[src/design/ec_scalar_mult_window2_assert.svh]
// Assertion macros for the scalar multiplier
`ifndef EC_SCALAR_MULT_WINDOW2_ASSERT_SVH
`define EC_SCALAR_MULT_WINDOW2_ASSERT_SVH

// same-cycle implication
`define ECSM_ASSERT_IMP(lbl, clk, rst_n, ante, cons, msg) \
    lbl: assert property (@(posedge clk) disable iff (!rst_n) (ante) |-> (cons)) else $error(msg);

// next-cycle implication
`define ECSM_ASSERT_NXT(lbl, clk, rst_n, ante, cons, msg) \
    lbl: assert property (@(posedge clk) disable iff (!rst_n) (ante) |=> (cons)) else $error(msg);

`endif

[src/design/ecsm_pkg.sv]
`timescale 1ns / 1ps
package ecsm_pkg;

    localparam int FIELD_BITS_DEF    = 16;
    localparam int SCALAR_BITS_DEF   = 32;
    localparam int TABLE_ENTRIES_DEF = 4;

    typedef enum logic [0:0] {
        CFG_CURVE_A   = 1'b0,
        CFG_MODULUS_P = 1'b1
    } t_cfg_idx;

    // window width: largest w (up to 4) with 2^w table entries available
    function automatic int win_bits(input int entries);
        int w;
        w = 0;
        while (w < 4 && (2 << w) <= entries) begin
            w++;
        end
        return w;
    endfunction

endpackage

[src/design/ec_scalar_mult_window2.sv]
// Flow: 3 serial reductions on the divider, then table build and windowed point
// operations, the non-trivial ones each inverting with E Euclid steps on the
// bit-serial multiplier and divider; about 47 point operations for a 32-bit scalar.
// One item at a time: no new input is taken until the result is in the output register.
// Reset (synchronous, active low) clears control and sets curve_a = 3, modulus_p = 7.
`timescale 1ns / 1ps
module ec_scalar_mult_window2 #(
    parameter int FIELD_BITS    = ecsm_pkg::FIELD_BITS_DEF,
    parameter int SCALAR_BITS   = ecsm_pkg::SCALAR_BITS_DEF,
    parameter int TABLE_ENTRIES = ecsm_pkg::TABLE_ENTRIES_DEF
) (
    input  logic                   i_clk,
    input  logic                   i_rst_n,
    input  logic                   i_cfg_we,
    input  ecsm_pkg::t_cfg_idx     i_cfg_idx,
    input  logic [FIELD_BITS-1:0]  i_cfg_data,
    input  logic                   i_valid,
    output logic                   o_ready,
    input  logic [FIELD_BITS-1:0]  i_point_x,
    input  logic [FIELD_BITS-1:0]  i_point_y,
    input  logic                   i_point_at_infinity,
    input  logic [SCALAR_BITS-1:0] i_scalar,
    output logic                   o_valid,
    input  logic                   i_ready,
    output logic [FIELD_BITS-1:0]  o_result_x,
    output logic [FIELD_BITS-1:0]  o_result_y,
    output logic                   o_result_at_infinity
);
    import ecsm_pkg::*;
    `include "ec_scalar_mult_window2_assert.svh"

    localparam int W    = FIELD_BITS;
    localparam int WW   = win_bits(TABLE_ENTRIES);
    localparam int NT   = 2 ** WW;
    localparam int NWIN = (SCALAR_BITS + WW - 1) / WW;
    localparam int KB   = NWIN * WW;
    localparam int NCW  = $clog2(NWIN + 1);
    localparam int JW   = (WW > 1) ? $clog2(WW) : 1;

    typedef enum logic [19:0] {
        S_IDLE    = 20'd1,
        S_RED_X   = 20'd2,
        S_RED_Y   = 20'd4,
        S_RED_A   = 20'd8,
        S_BUILD   = 20'd16,
        S_SKIP    = 20'd32,
        S_WIN     = 20'd64,
        S_PA      = 20'd128,
        S_PA_SQ   = 20'd256,
        S_PA_N3   = 20'd512,
        S_PA_NA   = 20'd1024,
        S_INV     = 20'd2048,
        S_INV_DIV = 20'd4096,
        S_INV_MUL = 20'd8192,
        S_LAM     = 20'd16384,
        S_RX      = 20'd32768,
        S_RX2     = 20'd65536,
        S_RY      = 20'd131072,
        S_RET     = 20'd262144,
        S_DONE    = 20'd524288
    } t_state;

    typedef enum logic [1:0] {
        PH_BUILD = 2'd0,
        PH_DBL   = 2'd1,
        PH_ADD   = 2'd2
    } t_phase;

    typedef struct packed {
        logic [W-1:0] x;
        logic [W-1:0] y;
        logic         inf;
    } t_point;

    function automatic logic [W-1:0] f_add(input logic [W-1:0] u, input logic [W-1:0] v,
                                           input logic [W-1:0] m);
        logic [W:0] s;
        s = {1'b0, u} + {1'b0, v};
        if (s >= {1'b0, m}) begin
            s = s - {1'b0, m};
        end
        return s[W-1:0];
    endfunction

    function automatic logic [W-1:0] f_sub(input logic [W-1:0] u, input logic [W-1:0] v,
                                           input logic [W-1:0] m);
        logic [W:0] s;
        s = {1'b0, u} + {1'b0, m} - {1'b0, v};
        if (s >= {1'b0, m}) begin
            s = s - {1'b0, m};
        end
        return s[W-1:0];
    endfunction

    t_state        r_state, n_state;
    t_phase        r_phase, n_phase;
    logic [W-1:0]  r_cfg_a, r_cfg_p;
    logic [W-1:0]  r_bx, n_bx, r_by, n_by, r_ra, n_ra;
    t_point        r_acc, n_acc, r_p, n_p, r_q, n_q;
    logic [KB-1:0] r_k, n_k;
    logic [NCW-1:0] r_wcnt, n_wcnt;
    logic [WW:0]   r_i, n_i;
    logic [JW-1:0] r_j, n_j;
    logic [W-1:0]  r_num, n_num, r_s, n_s, r_lam, n_lam, r_rx, n_rx;
    logic [W-1:0]  r_r0, n_r0, r_r1, n_r1, r_t0, n_t0, r_t1, n_t1, r_rem, n_rem;
    t_point        r_out, n_out;
    logic          r_ovalid, n_ovalid;
    t_point        r_tab [NT];

    logic          w_tab_we;
    logic [WW-1:0] w_tab_idx;
    t_point        w_tab_wd;
    logic [WW-1:0] w_top;
    t_point        w_tab_rd;

    logic          w_mul_start, w_mul_done;
    logic [W-1:0]  w_mul_u, w_mul_v, w_mul_prod;
    logic          w_div_start, w_div_done;
    logic [W-1:0]  w_div_n, w_div_d, w_quot, w_drem;

    logic [W-1:0]  w_negqy;
    logic          w_accept;

    assign w_accept = i_valid && o_ready;
    assign o_ready  = (r_state == S_IDLE);
    assign w_top    = r_k[KB-1 -: WW];
    assign w_tab_rd = r_tab[w_top];
    assign w_negqy  = f_sub('0, r_q.y, r_cfg_p);

    ecsm_mmul #(.W(W)) u_mmul (
        .i_clk  (i_clk),
        .i_rst_n(i_rst_n),
        .i_start(w_mul_start),
        .i_u    (w_mul_u),
        .i_v    (w_mul_v),
        .i_m    (r_cfg_p),
        .o_done (w_mul_done),
        .o_prod (w_mul_prod)
    );

    ecsm_div #(.W(W)) u_div (
        .i_clk  (i_clk),
        .i_rst_n(i_rst_n),
        .i_start(w_div_start),
        .i_n    (w_div_n),
        .i_d    (w_div_d),
        .o_done (w_div_done),
        .o_quot (w_quot),
        .o_rem  (w_drem)
    );

    always_comb begin
        n_state  = r_state;
        n_phase  = r_phase;
        n_bx     = r_bx;
        n_by     = r_by;
        n_ra     = r_ra;
        n_acc    = r_acc;
        n_p      = r_p;
        n_q      = r_q;
        n_k      = r_k;
        n_wcnt   = r_wcnt;
        n_i      = r_i;
        n_j      = r_j;
        n_num    = r_num;
        n_s      = r_s;
        n_lam    = r_lam;
        n_rx     = r_rx;
        n_r0     = r_r0;
        n_r1     = r_r1;
        n_t0     = r_t0;
        n_t1     = r_t1;
        n_rem    = r_rem;
        n_out    = r_out;
        n_ovalid = r_ovalid && !i_ready;
        w_tab_we  = 1'b0;
        w_tab_idx = '0;
        w_tab_wd  = r_acc;
        w_mul_start = 1'b0;
        w_mul_u     = r_num;
        w_mul_v     = r_t0;
        w_div_start = 1'b0;
        w_div_n     = r_bx;
        w_div_d     = r_cfg_p;

        unique case (r_state)
            S_IDLE: begin
                if (w_accept) begin
                    n_bx   = i_point_x;
                    n_by   = i_point_y;
                    n_k    = KB'(i_scalar);
                    n_wcnt = NCW'(NWIN);
                    if (r_cfg_p < W'(2) || i_scalar == '0 || i_point_at_infinity) begin
                        n_acc   = '0;
                        n_acc.inf = 1'b1;
                        n_state = S_DONE;
                    end else begin
                        w_div_start = 1'b1;
                        w_div_n     = i_point_x;
                        n_state     = S_RED_X;
                    end
                end
            end
            S_RED_X: begin
                if (w_div_done) begin
                    n_bx        = w_drem;
                    w_tab_we    = 1'b1;
                    w_tab_idx   = '0;
                    w_tab_wd    = '0;
                    w_tab_wd.inf = 1'b1;
                    w_div_start = 1'b1;
                    w_div_n     = r_by;
                    n_state     = S_RED_Y;
                end
            end
            S_RED_Y: begin
                if (w_div_done) begin
                    n_by        = w_drem;
                    w_div_start = 1'b1;
                    w_div_n     = r_cfg_a;
                    n_state     = S_RED_A;
                end
            end
            S_RED_A: begin
                if (w_div_done) begin
                    n_ra      = w_drem;
                    n_acc     = '{x: r_bx, y: r_by, inf: 1'b0};
                    w_tab_we  = 1'b1;
                    w_tab_idx = WW'(1);
                    w_tab_wd  = '{x: r_bx, y: r_by, inf: 1'b0};
                    n_i       = (WW + 1)'(2);
                    n_state   = S_BUILD;
                end
            end
            S_BUILD: begin
                if (r_i > (WW + 1)'(NT - 1)) begin
                    n_state = S_SKIP;
                end else begin
                    n_p     = '{x: r_bx, y: r_by, inf: 1'b0};
                    n_q     = r_acc;
                    n_phase = PH_BUILD;
                    n_state = S_PA;
                end
            end
            S_SKIP: begin
                if (r_wcnt > NCW'(1) && w_top == '0) begin
                    n_k    = r_k << WW;
                    n_wcnt = r_wcnt - 1'b1;
                end else begin
                    n_acc   = w_tab_rd;
                    n_k     = r_k << WW;
                    n_wcnt  = r_wcnt - 1'b1;
                    n_state = S_WIN;
                end
            end
            S_WIN: begin
                if (r_wcnt == '0) begin
                    n_state = S_DONE;
                end else begin
                    n_j     = '0;
                    n_p     = r_acc;
                    n_q     = r_acc;
                    n_phase = PH_DBL;
                    n_state = S_PA;
                end
            end
            S_PA: begin
                if (r_p.inf) begin
                    n_acc   = r_q;
                    n_state = S_RET;
                end else if (r_q.inf) begin
                    n_acc   = r_p;
                    n_state = S_RET;
                end else if (r_p.x == r_q.x && r_p.y == w_negqy) begin
                    n_acc   = '0;
                    n_acc.inf = 1'b1;
                    n_state = S_RET;
                end else if (r_p.x != r_q.x) begin
                    n_num   = f_sub(r_p.y, r_q.y, r_cfg_p);
                    n_r0    = r_cfg_p;
                    n_r1    = f_sub(r_p.x, r_q.x, r_cfg_p);
                    n_t0    = '0;
                    n_t1    = W'(1);
                    n_state = S_INV;
                end else begin
                    w_mul_start = 1'b1;
                    w_mul_u     = r_p.x;
                    w_mul_v     = r_p.x;
                    n_state     = S_PA_SQ;
                end
            end
            S_PA_SQ: begin
                if (w_mul_done) begin
                    n_s     = w_mul_prod;
                    n_num   = f_add(w_mul_prod, w_mul_prod, r_cfg_p);
                    n_state = S_PA_N3;
                end
            end
            S_PA_N3: begin
                n_num   = f_add(r_num, r_s, r_cfg_p);
                n_state = S_PA_NA;
            end
            S_PA_NA: begin
                n_num   = f_add(r_num, r_ra, r_cfg_p);
                n_r0    = r_cfg_p;
                n_r1    = f_add(r_p.y, r_p.y, r_cfg_p);
                n_t0    = '0;
                n_t1    = W'(1);
                n_state = S_INV;
            end
            S_INV: begin
                if (r_r1 == '0) begin
                    w_mul_start = 1'b1;
                    w_mul_u     = r_num;
                    w_mul_v     = r_t0;
                    n_state     = S_LAM;
                end else begin
                    w_div_start = 1'b1;
                    w_div_n     = r_r0;
                    w_div_d     = r_r1;
                    n_state     = S_INV_DIV;
                end
            end
            S_INV_DIV: begin
                if (w_div_done) begin
                    n_rem       = w_drem;
                    w_mul_start = 1'b1;
                    w_mul_u     = r_t1;
                    w_mul_v     = w_quot;
                    n_state     = S_INV_MUL;
                end
            end
            S_INV_MUL: begin
                if (w_mul_done) begin
                    n_t1    = f_sub(r_t0, w_mul_prod, r_cfg_p);
                    n_t0    = r_t1;
                    n_r0    = r_r1;
                    n_r1    = r_rem;
                    n_state = S_INV;
                end
            end
            S_LAM: begin
                if (w_mul_done) begin
                    n_lam       = w_mul_prod;
                    w_mul_start = 1'b1;
                    w_mul_u     = w_mul_prod;
                    w_mul_v     = w_mul_prod;
                    n_state     = S_RX;
                end
            end
            S_RX: begin
                if (w_mul_done) begin
                    n_rx    = f_sub(f_sub(w_mul_prod, r_p.x, r_cfg_p), r_q.x, r_cfg_p);
                    n_state = S_RX2;
                end
            end
            S_RX2: begin
                w_mul_start = 1'b1;
                w_mul_u     = r_lam;
                w_mul_v     = f_sub(r_p.x, r_rx, r_cfg_p);
                n_state     = S_RY;
            end
            S_RY: begin
                if (w_mul_done) begin
                    n_acc   = '{x: r_rx, y: f_sub(w_mul_prod, r_p.y, r_cfg_p), inf: 1'b0};
                    n_state = S_RET;
                end
            end
            S_RET: begin
                case (r_phase)
                    PH_BUILD: begin
                        w_tab_we  = 1'b1;
                        w_tab_idx = r_i[WW-1:0];
                        w_tab_wd  = r_acc;
                        n_i       = r_i + 1'b1;
                        n_state   = S_BUILD;
                    end
                    PH_DBL: begin
                        n_p = r_acc;
                        if (r_j == JW'(WW - 1)) begin
                            n_q     = w_tab_rd;
                            n_phase = PH_ADD;
                        end else begin
                            n_q = r_acc;
                            n_j = r_j + 1'b1;
                        end
                        n_state = S_PA;
                    end
                    default: begin
                        n_k     = r_k << WW;
                        n_wcnt  = r_wcnt - 1'b1;
                        n_state = S_WIN;
                    end
                endcase
            end
            S_DONE: begin
                if (!r_ovalid || i_ready) begin
                    n_out    = r_acc.inf ? t_point'{x: '0, y: '0, inf: 1'b1} : r_acc;
                    n_ovalid = 1'b1;
                    n_state  = S_IDLE;
                end
            end
            default: begin
                n_state = S_IDLE;
            end
        endcase
    end

    always_ff @(posedge i_clk) begin
        if (!i_rst_n) begin
            r_state  <= S_IDLE;
            r_phase  <= PH_BUILD;
            r_ovalid <= 1'b0;
            r_cfg_a  <= W'(3);
            r_cfg_p  <= W'(7);
        end else begin
            r_state  <= n_state;
            r_phase  <= n_phase;
            r_ovalid <= n_ovalid;
            if (i_cfg_we) begin
                unique case (i_cfg_idx)
                    CFG_CURVE_A:   r_cfg_a <= i_cfg_data;
                    CFG_MODULUS_P: r_cfg_p <= i_cfg_data;
                    default: ;
                endcase
            end
        end
    end

    always_ff @(posedge i_clk) begin
        r_bx   <= n_bx;
        r_by   <= n_by;
        r_ra   <= n_ra;
        r_acc  <= n_acc;
        r_p    <= n_p;
        r_q    <= n_q;
        r_k    <= n_k;
        r_wcnt <= n_wcnt;
        r_i    <= n_i;
        r_j    <= n_j;
        r_num  <= n_num;
        r_s    <= n_s;
        r_lam  <= n_lam;
        r_rx   <= n_rx;
        r_r0   <= n_r0;
        r_r1   <= n_r1;
        r_t0   <= n_t0;
        r_t1   <= n_t1;
        r_rem  <= n_rem;
        r_out  <= n_out;
        if (w_tab_we) begin
            r_tab[w_tab_idx] <= w_tab_wd;
        end
    end

    assign o_valid              = r_ovalid;
    assign o_result_x           = r_out.x;
    assign o_result_y           = r_out.y;
    assign o_result_at_infinity = r_out.inf;

    `ECSM_ASSERT_IMP(a_inf_zero, i_clk, i_rst_n, o_valid && o_result_at_infinity, o_result_x == '0 && o_result_y == '0, "infinity result with nonzero coordinates")
    `ECSM_ASSERT_NXT(a_busy_after_accept, i_clk, i_rst_n, w_accept, r_state != S_IDLE, "idle right after input transfer")
    `ECSM_ASSERT_NXT(a_out_hold, i_clk, i_rst_n, r_state == S_DONE && o_valid && !i_ready, r_state == S_DONE && o_valid, "pending result overwritten")

endmodule

[src/design/ecsm_mmul.sv]
`timescale 1ns / 1ps
module ecsm_mmul #(
    parameter int W = 16
) (
    input  logic         i_clk,
    input  logic         i_rst_n,
    input  logic         i_start,
    input  logic [W-1:0] i_u,
    input  logic [W-1:0] i_v,
    input  logic [W-1:0] i_m,
    output logic         o_done,
    output logic [W-1:0] o_prod
);
    localparam int CW = $clog2(W + 1);

    logic [W-1:0]  r_acc, r_u, r_v, r_m;
    logic [CW-1:0] r_cnt;
    logic          r_busy, r_done;
    logic [W:0]    w_t1, w_t2;

    // acc = 2*acc + bit*u mod m, msb of v first
    always_comb begin
        w_t1 = {r_acc, 1'b0};
        if (w_t1 >= {1'b0, r_m}) begin
            w_t1 = w_t1 - {1'b0, r_m};
        end
        w_t2 = w_t1 + (r_v[W-1] ? {1'b0, r_u} : '0);
        if (w_t2 >= {1'b0, r_m}) begin
            w_t2 = w_t2 - {1'b0, r_m};
        end
    end

    always_ff @(posedge i_clk) begin
        if (!i_rst_n) begin
            r_busy <= 1'b0;
            r_done <= 1'b0;
            r_cnt  <= '0;
        end else begin
            r_done <= 1'b0;
            if (i_start) begin
                r_busy <= 1'b1;
                r_cnt  <= CW'(W);
            end else if (r_busy) begin
                r_cnt <= r_cnt - 1'b1;
                if (r_cnt == CW'(1)) begin
                    r_busy <= 1'b0;
                    r_done <= 1'b1;
                end
            end
        end
    end

    always_ff @(posedge i_clk) begin
        if (i_start) begin
            r_acc <= '0;
            r_u   <= i_u;
            r_v   <= i_v;
            r_m   <= i_m;
        end else if (r_busy) begin
            r_acc <= w_t2[W-1:0];
            r_v   <= {r_v[W-2:0], 1'b0};
        end
    end

    assign o_done = r_done;
    assign o_prod = r_acc;

endmodule

[src/design/ecsm_div.sv]
`timescale 1ns / 1ps
module ecsm_div #(
    parameter int W = 16
) (
    input  logic         i_clk,
    input  logic         i_rst_n,
    input  logic         i_start,
    input  logic [W-1:0] i_n,
    input  logic [W-1:0] i_d,
    output logic         o_done,
    output logic [W-1:0] o_quot,
    output logic [W-1:0] o_rem
);
    localparam int CW = $clog2(W + 1);

    logic [W-1:0]  r_n, r_d, r_q, r_rem;
    logic [CW-1:0] r_cnt;
    logic          r_busy, r_done;
    logic [W:0]    w_t;
    logic [W-1:0]  w_rem;
    logic          w_qbit;

    // restoring division, one quotient bit per cycle
    always_comb begin
        w_t = {r_rem, r_n[W-1]};
        if (w_t >= {1'b0, r_d}) begin
            w_t    = w_t - {1'b0, r_d};
            w_qbit = 1'b1;
        end else begin
            w_qbit = 1'b0;
        end
        w_rem = w_t[W-1:0];
    end

    always_ff @(posedge i_clk) begin
        if (!i_rst_n) begin
            r_busy <= 1'b0;
            r_done <= 1'b0;
            r_cnt  <= '0;
        end else begin
            r_done <= 1'b0;
            if (i_start) begin
                r_busy <= 1'b1;
                r_cnt  <= CW'(W);
            end else if (r_busy) begin
                r_cnt <= r_cnt - 1'b1;
                if (r_cnt == CW'(1)) begin
                    r_busy <= 1'b0;
                    r_done <= 1'b1;
                end
            end
        end
    end

    always_ff @(posedge i_clk) begin
        if (i_start) begin
            r_n   <= i_n;
            r_d   <= i_d;
            r_q   <= '0;
            r_rem <= '0;
        end else if (r_busy) begin
            r_n   <= {r_n[W-2:0], 1'b0};
            r_q   <= {r_q[W-2:0], w_qbit};
            r_rem <= w_rem;
        end
    end

    assign o_done = r_done;
    assign o_quot = r_q;
    assign o_rem  = r_rem;

endmodule
[config.mk]
export PLATFORM = sky130hd
export DESIGN_NAME = ec_scalar_mult_window2
export DESIGN_NICKNAME = d
export VERILOG_FILES = /design/src/design/ecsm_pkg.sv /design/src/design/ec_scalar_mult_window2.sv /design/src/design/ecsm_mmul.sv /design/src/design/ecsm_div.sv
export VERILOG_INCLUDE_DIRS = /design/src /design/src/design
export SDC_FILE = /design/constraint.sdc
export NUM_CORES = 2
export LEC_CHECK = 0
export BUFFER_PORTS_ARGS = -buffer_cell sky130_fd_sc_hd__clkbuf_2
export CORE_ASPECT_RATIO = 1.4
export CORE_UTILIZATION = 58
export DETAILED_ROUTE_END_ITERATION = 8
export PLACE_DENSITY_LB_ADDON = 0.2
export SLEW_MARGIN = 20
export SYNTH_ARGS = -nofsm -noshare
export SYNTH_HDL_FRONTEND = slang
export SYNTH_SLANG_ARGS = --single-unit
[constraint.sdc]
create_clock -name i_clk -period 11.05 [get_ports i_clk]
set_clock_uncertainty 0.2 [all_clocks]
set_input_delay 2.21 -clock i_clk [delete_from_list [all_inputs] [get_ports i_clk]]
set_output_delay 2.21 -clock i_clk [all_outputs]
set_load 0.02 [all_outputs]
After elaboration in Yosys (flattened, before gate mapping)
Memories as Yosys holds them, arrays and structs flattened. A register that Yosys moved wholly into a read port is not among the register bits. Index checks and enable logic that the tools add are counted.

Input port bits: 87. Memories kept: 1. Flip-flop bits (word level): 562. Output and inout port bits: 35. RAM bits: 132.

Memories: r_tab (words 4, width 33, read ports 1, clocked after Yosys merged registers in 1, write ports 1, line ec_scalar_mult_window2.sv:108) `t_point r_tab [NT];`.

Reductions and logical operators: 51. Add/subtract/negate cells: 38. Multiplexer cells: 174. Bitwise operators: 4. Order comparisons: 18. Equality and inequality tests: 50.

Operators by type and width (count): $mux 16 (68); $mux 33 (15); $pmux 20 s20 (1); $mux 20 (14); $pmux 16 s4 (4); $ge 17x16->1 (15); $sub 16x16->16 (14); $pmux 33 s3 (2); $pmux 16 s3 (4); $pmux 33 s5 (1); $add 16x16->17 (9); $sub 17x16->17 (8); $pmux 32 s3 (1); $pmux 33 s2 (1); $mux 32 (2); $pmux 16 s2 (2); $mux 19 (3); $eq 16x16->1 (2); $logic_not 32->1 (1); $mux 5 (6); $mux 1 (29); $ne 2x1->1 const B (12); $ne 2x2->1 const B (11); $eq 20x1->1 const B (1); other kinds (64) (109).

Logic depth before layout (Yosys ltp)
Word-level depth: 10. Mapped depth: 49. Gate-level depth less buffers: 47.

Cells and area by module
Synthesis repeated with hierarchy kept, for this count alone.

Cells, all modules: 5460. Area total of the unflattened synthesis: 54050.6 µm².

Modules (own cells, without submodules): ec_scalar_mult_window2 (cells an instance 4601, sequential area each 16065.4 µm², area each 45240.9 µm², times used 1); ecsm_mmul (cells an instance 535, sequential area each 1901.8 µm², area each 5242.5 µm², times used 1); ecsm_div (cells an instance 324, sequential area each 1741.7 µm², area each 3567.2 µm², times used 1).

Worst setup path after synthesis
No wires, ideal clock.

Path kind: reg2reg. Start point: reg r_cfg_p[1]. End point: reg r_rx[12] (data pin). Period minus slack after synthesis: 10620 ps. Slack: 430 ps. Library setup time: 260 ps. Data arrival time: 10160 ps. Cell stages (with the launch flop): 45. Required time: 10590 ps. Cells stage by stage: dfxtp_1 inv_1 fa_1 inv_1 ha_1 nor2b_1 o21ai_0 a21boi_0 o21ai_0 a21boi_0 o21ai_0 nor2b_1 xnor2_1 ha_1 nand3_1 nand2_1 a41o_1 o41ai_2 [... 9 more ...] a21oi_1 nor2b_1 o21ai_0 nand2b_1 a21oi_1 o21ai_0 xor2_1 ha_1 and2_1 o21ai_0 nand3_1 a41oi_1 o21ai_0 nand2_1 and3_1 clkbuf_1 clkbuf_1 mux2_2.

Cells in the longest elaborated chain, start to end: 10. Elaborated cells on any way between the ends: 12. Classes of those cells: add/sub: 6; order compare: 2; mux: 4.

RTL lines: start, declared (line ec_scalar_mult_window2.sv:97) `logic [W-1:0] r_cfg_a, r_cfg_p;`; start signal, assigned (line ec_scalar_mult_window2.sv:423) `CFG_MODULUS_P: r_cfg_p <= i_cfg_data;`; $add 16x16->17 (line ec_scalar_mult_window2.sv:88) `s = {1'b0, u} + {1'b0, m} - {1'b0, v};`; $sub 17x16->17 (line ec_scalar_mult_window2.sv:88); $sub 16x16->16 / $ge 17x16->1 (equally long branches) (line ec_scalar_mult_window2.sv:90, ec_scalar_mult_window2.sv:89); $mux 16 (line ec_scalar_mult_window2.sv:89) `if (s >= {1'b0, m}) begin`; $mux 16 (line ec_scalar_mult_window2.sv:352) `if (w_mul_done) begin`; $mux 16 (line ec_scalar_mult_window2.sv:186) `unique case (r_state)`; $add 16x16->17 (line ec_scalar_mult_window2.sv:88); $sub 17x16->17 (line ec_scalar_mult_window2.sv:88); $sub 16x16->16 / $ge 17x16->1 (equally long branches) (line ec_scalar_mult_window2.sv:90, ec_scalar_mult_window2.sv:89); $mux 16 (*) (line ec_scalar_mult_window2.sv:89); end signal, assigned (line ec_scalar_mult_window2.sv:444) `r_rx <= n_rx;`; end, declared (line ec_scalar_mult_window2.sv:104) `logic [W-1:0] r_num, n_num, r_s, n_s, r_lam, n_lam, r_rx, n_rx;`.

Every way passes the cells marked *; elsewhere a longest branch is shown, timed or not. The select of a mux whose other input is x is not followed. A chain may end at the register's enable or synchronous reset.

Worst setup path after layout
Start point: reg u_mmul.r_acc[1], in the netlist u_mmul.o_prod[1]. End point: reg r_rx[5] (data pin).

Cells in the longest elaborated chain, start to end: 10. Elaborated cells on any way between the ends: 12. Classes of those cells: add/sub: 6; order compare: 2; mux: 4.

RTL lines: start, declared (line ecsm_mmul.sv:16) `logic [W-1:0] r_acc, r_u, r_v, r_m;`; start signal, assigned (line ecsm_mmul.sv:60) `r_acc <= w_t2[W-1:0];`; $add 16x16->17 (*) (line ec_scalar_mult_window2.sv:88); $sub 17x16->17 (*) (line ec_scalar_mult_window2.sv:88); $sub 16x16->16 / $ge 17x16->1 (equally long branches) (line ec_scalar_mult_window2.sv:90, ec_scalar_mult_window2.sv:89); $mux 16 (*) (line ec_scalar_mult_window2.sv:89); $mux 16 (*) (line ec_scalar_mult_window2.sv:352); $mux 16 (*) (line ec_scalar_mult_window2.sv:186); $add 16x16->17 (*) (line ec_scalar_mult_window2.sv:88); $sub 17x16->17 (*) (line ec_scalar_mult_window2.sv:88); $sub 16x16->16 / $ge 17x16->1 (equally long branches) (line ec_scalar_mult_window2.sv:90, ec_scalar_mult_window2.sv:89); $mux 16 (*) (line ec_scalar_mult_window2.sv:89).

Marked as above.

==> key figures <==
Final layout
  • Fillers: around 7600
  • Multi-input combinational cell area: about 32000 um2
  • Area Overhead vs Synth: 9.36%
  • # nets final: 6283
  • Non-filler cells, final: 6913
  • Most frequent cells in the layout: edfxtp_1, ha_1, nand2_1
  • FF+latch area: about 20000 um2
  • Final core occ: 0.642
  • Layout cell share with drive strength beyond 1: 0.114
  • Most common cell after layout, fill and taps aside: edfxtp_1

Logic synthesis
  • Post-Syn Instances: 5497
  • Sequential-to-total area share from yosys stat: 0.367
  • Syn Nets: around 6000
  • Post-synth EDFFs: between 500 and 600
  • #FFs+latches synth: slightly below 700
  • FFs w/ async S/R, synth: 0
  • Prevailing post-synth register cell: edfxtp_1
  • Mapped cell area: between 50000 and 60000 um2
  • Avg Cell Area, Syn: 9.76 um2
  • Synth cell types: between 100 and 150
  • YS warnings: 0

Routing
  • Number of remaining DRC errors: 0
  • DRT iter0 DRCs: 5024
  • Wire length per cell: about 30 um
  • Drt total wl: about 210000 um
  • Vias/cell: between 6 and 7
  • Antenna Nets Post-Route: 0
  • DR vias: around 46000
  • Router iterations before antenna repair: 9

Placed design
  • GPL Wtd Cong: 1.09
  • I/O Buffers: about 120
  • Placed cell count: 6772
  • Detail Placement HPWL: 161000 um

Global routing
  • First-pass GRT wire length: approximately 300000 um
  • Global Route Usage Sum: 0.443
  • Pin count of the biggest net entering global routing: 70
  • Initial antenna violation count: 10
  • Total global routing overflow: 0
  • Vias in the first global route: ~45000

Setup path
  • RR Endpoint: r_rx[5]$_DFFE_PP_
  • Max incr delay on CP: around 500 ps
  • CP Data Required Time: between 10000 and 15000 ps
  • Slowest CP cell: fa_1
  • Reg2reg path depth: 46
  • Startpoint Class: register
  • Worst path arrival time: ~11000 ps
  • Buf/Inv on CP: 3
  • CP Capture Type: register
  • Crit Path Category: reg2reg
  • R2r startpoint: u_mmul.o_prod[1]$_SDFFE_PP0P_
  • CP most frequent cell: a21oi_1
  • R2r setup slk: roughly 760 ps
  • CP top delay family: compound AO/OA/AOI/OAI gates
  • CP max FO: 15

Timing
  • Max_slew headroom: 0.154
  • Fmax: 97.2 MHz
  • RSZ-0062 raised after global routing: no
  • Setup violations, final: 0
  • Fraction of the cycle the final worst path needs: 0.931
  • Setup TNS: 0 ps
  • Slew Limit Fails: 0
  • Post-layout min period: around 10000 ps
  • Fin. Hold Viols: 0
  • Worst Tran Pin Value: ~1300 ps

Power
  • Worst vdd ir: roughly 0.18 mV
  • P_leak: 0.0240 uW
  • Total power: between 9000 and 10000 uW
  • Power per cell area: about 160 nW/um2

Floorplanning
  • Row count: 131
  • Die area: 93800 um2
  • Initial Utilization: 0.587
  • Die height: about 360 um
  • Boundary Pins: between 100 and 150
  • Chip width: between 200 and 300 um
  • Core footprint: between 90000 and 100000 um2

Worst hold path
  • Hold Path Depth: 2
  • HP Start: r_cfg_a[2]$_SDFFE_PN0P_
  • Type of the tightest min-delay check: reg2reg
  • Hold EP: r_cfg_a[2]$_SDFFE_PN0P_

CTS
  • Hold-fix buffers, CTS: 0
  • Clock Latency Late Sink: between 600 and 700 ps
  • Root Driver: clkbuf_16
  • CTS Sinks: around 700
  • TritonCTS buffer count: 72
  • CTS max path bufs: 3
  • H-Tree Depth: 3
  • Clk slew on worst S/H paths: ~70 ps
  • TritonCTS clock tree: built

Run status
  • Status: finished clean

Run
  • Max_cap viols: 0
-- Yosys cell counts (57+ instances only) --
master | number | area [um2]
edfxtp_1 | 577 | 17300
ha_1 | 473 | 5920
nand2_1 | 473 | 1780
nor2_1 | 432 | 1620
inv_1 | 390 | 1460
a21oi_1 | 356 | 1780
o21ai_0 | 289 | 1450
xnor2_1 | 252 | 2210
mux2i_1 | 198 | 1980
mux2_2 | 147 | 1660
clkbuf_1 | 139 | 522
xor2_1 | 127 | 1110
dfxtp_1 | 119 | 2380
a21o_1 | 114 | 856
nor3_1 | 98 | 490
nand3_1 | 92 | 460
nor2b_1 | 90 | 563
fa_1 | 73 | 1460
o21bai_1 | 57 | 428
-- cell families after synthesis --
group                    share of synthesized area
multiplexers                                0.0822
flip-flops                                   0.367
AND/OR/NAND/NOR                              0.140
buffers and inverters                       0.0402
AO/OA/AOI/OAI                                0.169
adder cells (fa/ha/maj)                      0.137
XOR/XNOR                                    0.0638
-- through the flow --
stage,hold slack [ps],setup WS (ps),area [um2]
finish,274,762,58700
global route,300,66.0,58700
CTS,272,577,58600
detailed placement,255,606,56200
global placement,250,595,56200
floorplan,236,430,53700
-- worst max path at each step --
stage | depth (start not counted) | slack [ps] | to | startpoint
global route | 45 | 70 | r_rx[7]$_DFFE_PP_ | u_mmul.o_prod[1]$_SDFFE_PP0P_
floorplan | 44 | 430 | r_rx[12]$_DFFE_PP_ | r_cfg_p[1]$_SDFFE_PN1P_
CTS | 42 | 580 | r_rx[14]$_DFFE_PP_ | u_mmul.o_prod[0]$_SDFFE_PP0P_
global placement | 42 | 600 | r_rx[13]$_DFFE_PP_ | r_cfg_p[0]$_SDFFE_PN1P_
finish | 46 | 760 | r_rx[5]$_DFFE_PP_ | u_mmul.o_prod[1]$_SDFFE_PP0P_
detailed placement | 42 | 610 | r_rx[14]$_DFFE_PP_ | r_cfg_p[0]$_SDFFE_PN1P_
-- tightest hold or removal path, cell delays in order (launching register included) --
cell and delay [ps]:
dfxtp_1 320, nand2_1 50, a21oi_1 50
-- sequential cells by signal (all words and copies together) (netlist names), 20 cells and up, named ones only --
signal and count:
r_p 33, r_acc 33, r_tab 132, r_k 32
r_q 33, r_state 20
-- per-layer routing --
metal | part of all wire | vias up | GRT usage
met5 | 0.00039 | - | 0
met4 | 0.11 | 12 | 0.422
met3 | 0.097 | 817 | 0.0947
met2 | 0.44 | 2642 | 0.681
met1 | 0.35 | 22100 | 0.509
li1 | - | 20600 | -
-- area by class of cell --
cell class | count | share of cell area
Antenna cell | 7 | 0.000298
Clock buffer | 92 | 0.0337
Clock inverter | 41 | 0.00691
Inverter | 393 | 0.0251
Multi-Input combinational cell | 4238 | 0.546
Sequential cell | 696 | 0.336
Tap cell | 1197 | 0.0255
Timing Repair Buffer | 249 | 0.0267
-- power breakdown --
group	switching (uW)	internal [uW]	total, uW	leakage, uW
clock	1140	1360	2500	0.00116
combinational	1890	1390	3280	0.0166
sequential	265	3110	3380	0.00622
total	3300	5870	9160	0.0240
-- repair_timing --
action                                  in CTS  in global routing
resized for setup                            0                  6
buffers inserted                             0                  1
endpoints found under the hold margin        0                  0
endpoints found under the setup margin       0                 15
Note: power is estimated with default switching activity, not from simulation.
